===== config.mk =====
export PLATFORM = sky130hd
export DESIGN_NAME = zfdm_ctrl
export DESIGN_NICKNAME = d
export VERILOG_FILES = /design/src/assert_macros.svh /design/src/zfdm_pkg.sv /design/src/zfdm_ctrl.sv
export SDC_FILE = /design/constraint.sdc
export NUM_CORES = 1
export LEC_CHECK = 0
export ABC_AREA = 1
export BUFFER_PORTS_ARGS = -buffer_cell sky130_fd_sc_hd__clkbuf_2
export CORE_MARGIN = 5
export CORE_UTILIZATION = 50
export CTS_CLUSTER_DIAMETER = 150
export DETAILED_ROUTE_END_ITERATION = 10
export GPL_ROUTABILITY_DRIVEN = 1
export MAX_ROUTING_LAYER = met4
export PLACE_DENSITY = 0.82
export SYNTH_ARGS = -nofsm -noshare
export SYNTH_HDL_FRONTEND = slang
export SYNTH_SLANG_ARGS = --single-unit
export TNS_END_PERCENT = 1

===== constraint.sdc =====
create_clock -name aclk -period 1.85 [get_ports aclk]
set_input_delay 0.185 -clock aclk [delete_from_list [all_inputs] [get_ports aclk]]
set_output_delay 0.185 -clock aclk [all_outputs]
set_load 0.01 [all_outputs]

===== src/assert_macros.svh =====
// Assertion macros used by the datapath RTL file of the matching block.
`ifndef ASSERT_MACROS_SVH
`define ASSERT_MACROS_SVH

`ifndef SYNTHESIS

// When cond holds at a clock edge, expr must hold at the same edge.
`define ZF_ASSERT_IMP(label, clk, rstn, cond, expr) \
    label: assert property (@(posedge clk) disable iff (!(rstn)) (cond) |-> (expr)) \
        else $error("assertion failed: same-cycle implication");

// When cond holds at a clock edge, expr must hold at the next edge.
`define ZF_ASSERT_NXT(label, clk, rstn, cond, expr) \
    label: assert property (@(posedge clk) disable iff (!(rstn)) (cond) |=> (expr)) \
        else $error("assertion failed: next-cycle implication");

`else

`define ZF_ASSERT_IMP(label, clk, rstn, cond, expr)
`define ZF_ASSERT_NXT(label, clk, rstn, cond, expr)

`endif

`endif


===== src/zfdm_pkg.sv =====
package zfdm_pkg;

    // Fixed field widths.
    localparam int ORDER_W = 7;
    localparam int OUT_W = 6;
    localparam int MAX_ORDER_DEF = 64;
    localparam logic [ORDER_W-1:0] ORDER_RESET = 7'd64;

    // Controller states.
    typedef enum logic [4:0] {
        ST_IDLE,
        ST_LOAD,
        ST_DIAG_RD,
        ST_DIAG_CHK,
        ST_SCAN,
        ST_FETCH,
        ST_MASK,
        ST_FIND,
        ST_POP_RD,
        ST_POP_LD,
        ST_PUSH,
        ST_AUG_RD,
        ST_AUG_WR,
        ST_NEXT,
        ST_OUT_RD,
        ST_OUT_LD,
        ST_SING,
        ST_CLEAR
    } state_t;

    // Commands from the controller to the datapath.
    typedef enum logic [4:0] {
        OP_NONE,
        OP_ACCEPT,
        OP_LOAD_WR,
        OP_DIAG_RD,
        OP_DIAG_CHK,
        OP_CLR_C,
        OP_NEXT,
        OP_SEARCH_START,
        OP_FETCH,
        OP_MASK,
        OP_FIND,
        OP_POP_RD,
        OP_POP_LD,
        OP_PUSH,
        OP_AUG_RD,
        OP_AUG_WR,
        OP_OUT_RD,
        OP_OUT_LD,
        OP_SINGULAR,
        OP_CLEAR
    } op_t;

    // Status from the datapath to the controller.
    typedef struct packed {
        logic last;
        logic any_seen;
        logic c_done;
        logic c_last;
        logic col_matched;
        logic cand_zero;
        logic row_free;
        logic sp_one;
        logic k_zero;
        logic out_free;
    } stat_t;

endpackage


===== src/zfdm_ctrl.sv =====
module zfdm_ctrl import zfdm_pkg::*; (
    input  logic  aclk,
    input  logic  aresetn,
    input  logic  s_valid,
    output logic  s_ready,
    input  stat_t stat,
    output op_t   op
);

    state_t state_reg;
    state_t state_next;

    // State register.
    always_ff @(posedge aclk) begin
        if (!aresetn) begin
            state_reg <= ST_IDLE;
        end else begin
            state_reg <= state_next;
        end
    end

    // Next-state logic.
    always_comb begin
        state_next = state_reg;
        case (state_reg)
            ST_IDLE: begin
                if (s_valid) state_next = ST_LOAD;
            end
            ST_LOAD: begin
                if (!stat.last) state_next = ST_IDLE;
                else if (stat.any_seen) state_next = ST_DIAG_RD;
                else state_next = ST_OUT_RD;
            end
            ST_DIAG_RD: begin
                state_next = stat.c_done ? ST_SCAN : ST_DIAG_CHK;
            end
            ST_DIAG_CHK: state_next = ST_DIAG_RD;
            ST_SCAN: begin
                if (stat.c_done) state_next = ST_OUT_RD;
                else if (!stat.col_matched) state_next = ST_FETCH;
            end
            ST_FETCH: state_next = ST_MASK;
            ST_MASK: state_next = ST_FIND;
            ST_FIND: begin
                if (stat.cand_zero) begin
                    state_next = stat.sp_one ? ST_SING : ST_POP_RD;
                end else if (!stat.row_free) begin
                    state_next = ST_PUSH;
                end else begin
                    state_next = stat.sp_one ? ST_NEXT : ST_AUG_RD;
                end
            end
            ST_POP_RD: state_next = ST_POP_LD;
            ST_POP_LD: state_next = ST_FETCH;
            ST_PUSH: state_next = ST_FETCH;
            ST_AUG_RD: state_next = ST_AUG_WR;
            ST_AUG_WR: state_next = stat.k_zero ? ST_NEXT : ST_AUG_RD;
            ST_NEXT: state_next = ST_SCAN;
            ST_OUT_RD: state_next = ST_OUT_LD;
            ST_OUT_LD: begin
                if (stat.out_free) state_next = stat.c_last ? ST_CLEAR : ST_OUT_RD;
            end
            ST_SING: begin
                if (stat.out_free) state_next = ST_CLEAR;
            end
            ST_CLEAR: state_next = ST_IDLE;
            default: state_next = ST_IDLE;
        endcase
    end

    // Command outputs.
    always_comb begin
        op = OP_NONE;
        s_ready = 1'b0;
        case (state_reg)
            ST_IDLE: begin
                s_ready = 1'b1;
                if (s_valid) op = OP_ACCEPT;
            end
            ST_LOAD: op = OP_LOAD_WR;
            ST_DIAG_RD: op = stat.c_done ? OP_CLR_C : OP_DIAG_RD;
            ST_DIAG_CHK: op = OP_DIAG_CHK;
            ST_SCAN: begin
                if (stat.c_done) op = OP_CLR_C;
                else if (stat.col_matched) op = OP_NEXT;
                else op = OP_SEARCH_START;
            end
            ST_FETCH: op = OP_FETCH;
            ST_MASK: op = OP_MASK;
            ST_FIND: op = OP_FIND;
            ST_POP_RD: op = OP_POP_RD;
            ST_POP_LD: op = OP_POP_LD;
            ST_PUSH: op = OP_PUSH;
            ST_AUG_RD: op = OP_AUG_RD;
            ST_AUG_WR: op = OP_AUG_WR;
            ST_NEXT: op = OP_NEXT;
            ST_OUT_RD: op = OP_OUT_RD;
            ST_OUT_LD: begin
                if (stat.out_free) op = OP_OUT_LD;
            end
            ST_SING: begin
                if (stat.out_free) op = OP_SINGULAR;
            end
            ST_CLEAR: op = OP_CLEAR;
            default: op = OP_NONE;
        endcase
    end

endmodule


==> impl_metrics.json <==
{
  "outcome": "finished clean",
  "yosys_most_used_dff": "sky130_fd_sc_hd__dfxtp_1",
  "clock-sinks": 5,
  "cts_tree": "yes",
  "max_reg_flops": 5,
  "final_net_count": 176,
  "post_synth_num_cell_types": 23,
  "detailed_route_vias_per_instance": 5.86,
  "postSynthNetCount": 154,
  "cts.root.buffer_cell": "sky130_fd_sc_hd__clkbuf_4",
  "p_per_area_mw_per_mm2": 1090,
  "postCtsSetupRepairBufs": 0,
  "maxcap_viol_count": 0,
  "grt_start_max_net_pins": 9,
  "synth_simple_gate_area_share_pct": 60.6,
  "yosys_register_bits": 5,
  "finalSetupViolCount": 0,
  "synth-async-reset-ratio_pct": 0,
  "global_route.overflow_total": 0,
  "antenna_violations_before_repair": 0,
  "firstDrtPassIters": 4,
  "synth_area_um2": 731,
  "initial_utilization_pct": 54.8,
  "tritoncts.num_buffers": 3,
  "max-clock-path-buffers": 2,
  "synth_seq_area_share_pct": 13.7,
  "num_io_pins": 19,
  "dr_drc_count": 0,
  "die_width_um": 48.2,
  "worstSetupStartpointType": "register",
  "die-area_mm2": 0.00233,
  "mostFrequentLayoutCells": "sky130_fd_sc_hd__nand2_1, sky130_fd_sc_hd__nor2_1, sky130_fd_sc_hd__inv_1, sky130_fd_sc_hd__clkbuf_2, sky130_fd_sc_hd__nand3_1",
  "initialDrtViolationCount": 49,
  "ir_drop_mv": 0.607,
  "finalPower_mw": 1.00,
  "cts_max_level": 1,
  "syn_avg_cell_area_um2": 5.18,
  "fmax_mhz": 568,
  "wire_per_inst_um": 13.6,
  "post_synth_mux_area_share_pct": 0,
  "totalWireLength_mm": 2.41,
  "synth_top_family_by_area": "simple AND/OR/NAND/NOR gates",
  "maxSlewHeadroom_pct": 77.7,
  "clkTransAtPathRegs_ps": 50,
  "port_buffers": 18,
  "power.leakage_nw": 0.484,
  "synth-edff-count": 0,
  "dp_hpwl_mm": 1.90,
  "num_vias": 1037,
  "via_count_of_the_first_global_routing_pass": 913,
  "placementRows": 13,
  "core-area_mm2": 0.00133,
  "hold_violations": 0,
  "n_antenna_cell": 0,
  "synth_area_in_adders_pct": 0,
  "setup_tns_ps": 0,
  "gpl.final_weighted_congestion": 1.00,
  "layout.cells.most_common": "sky130_fd_sc_hd__nand2_1",
  "clock_latency_of_the_later_clocked_register_in_the_worst_skew_pair_ps": 250,
  "synth_compound_area_share_pct": 14.2,
  "timing.hold.worst.class": "input port to register",
  "gr-usage-all-layers_pct": 24.0,
  "drive_gt1_share_pct": 29.0,
  "setup_cp_type": "register to primary output",
  "fin_crit_ps": 1760,
  "max_slew.worst_pin.slew_ps": 334,
  "final_max_slew_viol_count": 0,
  "timing.critical_path.fanout_max": 8,
  "grt_first_pass_wirelength_mm": 3.81,
  "crit_required_ps": 1660,
  "crit_end_category": "primary output",
  "netlist_instances": 141,
  "fraction_of_synthesized_cell_area_in_xor_and_xnor_cells_pct": 0,
  "flow.area_growth_from_synthesis_pct": 25.3,
  "die_height_um": 48.2,
  "worst_clock_skew_ps": 3.76,
  "synthesis.yosys.warnings": 0,
  "cp.arrival_ps": 1580,
  "layout_worst_path_cycle_share_pct": 95.2,
  "antenna_violating_nets_post_route": 0
}
-- layer usage --
layer / vias to the layer above / routed length (um) / part of all wire [%] / GRT usage (%)
met2: 67 / 1140 / 47 / 36.5
met4: 0 / 63 / 2.6 / 9.68
met1: 453 / 958 / 40 / 31.3
met3: 9 / 247 / 10 / 4.06
met5: - / 0 / 0 / -
li1: 508 / - / - / -
-- cell type report --
class | instances | area [um2]
flip-flops and latches | 5 | 108
multi-input cells | 114 | 594
inverters | 21 | 78.8
clock buffers | 4 | 26.3
well taps | 15 | 18.8
repair buffers | 18 | 90.1
fillers | 125 | 418
-- cell usage after synthesis, drive strengths merged, types with 2 or more instances --
| library cell | n | area, um2 |
|---|---|---|
| nand3 | 15 | 80.1 |
| o2111ai | 2 | 17.5 |
| nand2 | 41 | 159 |
| nand4 | 3 | 18.8 |
| a21oi | 6 | 30.0 |
| inv | 21 | 78.8 |
| dfxtp | 5 | 100 |
| nor4 | 4 | 25.0 |
| o211ai | 3 | 22.5 |
| o21ai | 3 | 18.8 |
| nor3 | 2 | 10.0 |
| nor2 | 32 | 143 |
-- power breakdown --
part           switching [mW]  total (mW)  internal, mW
combinational           0.444       0.677         0.233
clock                  0.0545       0.137        0.0822
sequential             0.0432       0.187         0.143
-- kinds of logic (layout without fill, tap and decap cells) --
family          count (synthesis)  count (layout)
compound gates                 16              16
buf+inv                        22              43
flops                           5               5
simple gates                   98              98
-- worst paths after layout --
| path | cells after the start | from | slack [ps] | to |
|---|---|---|---|---|
| max | 6 | state_reg[0]$_SDFFE_PN0P_ | 90 | op[3] |
| min | 3 | aresetn | 230 | state_reg[0]$_SDFFE_PN0P_ |
| max reg2reg | 8 | state_reg[4]$_SDFFE_PN0P_ | 290 | state_reg[3]$_SDFFE_PN0P_ |
| min reg2reg | 2 | state_reg[2]$_SDFFE_PN0P_ | 520 | state_reg[2]$_SDFFE_PN0P_ |
-- worst max-delay path: stages, from the launching register on --
cell	delay [ps]
sky130_fd_sc_hd__dfxtp_4	370
sky130_fd_sc_hd__nor2_2	210
sky130_fd_sc_hd__nand2_4	110
sky130_fd_sc_hd__nor2_1	280
sky130_fd_sc_hd__nor4_2	100
sky130_fd_sc_hd__o2111ai_1	90
sky130_fd_sc_hd__clkbuf_2	170
-- what timing repair did --
action	in CTS	in global routing
gates resized for setup	0	18
hold buffers	0	0
setup endpoints to repair	0	5
-- metrics by stage --
step	std cells	worst slack, ps	instance area, um2	hold WS (ps)	util (%)
after floorplan	141	511	731	369	-
after global placement	173	261	835	472	62.6
after detailed placement	173	284	835	489	62.6
after CTS	177	4.01	861	228	64.5
after global routing	177	-41.9	916	254	68.7
final	177	88.3	916	227	68.7
Note: power is estimated with default switching activity, not from simulation.
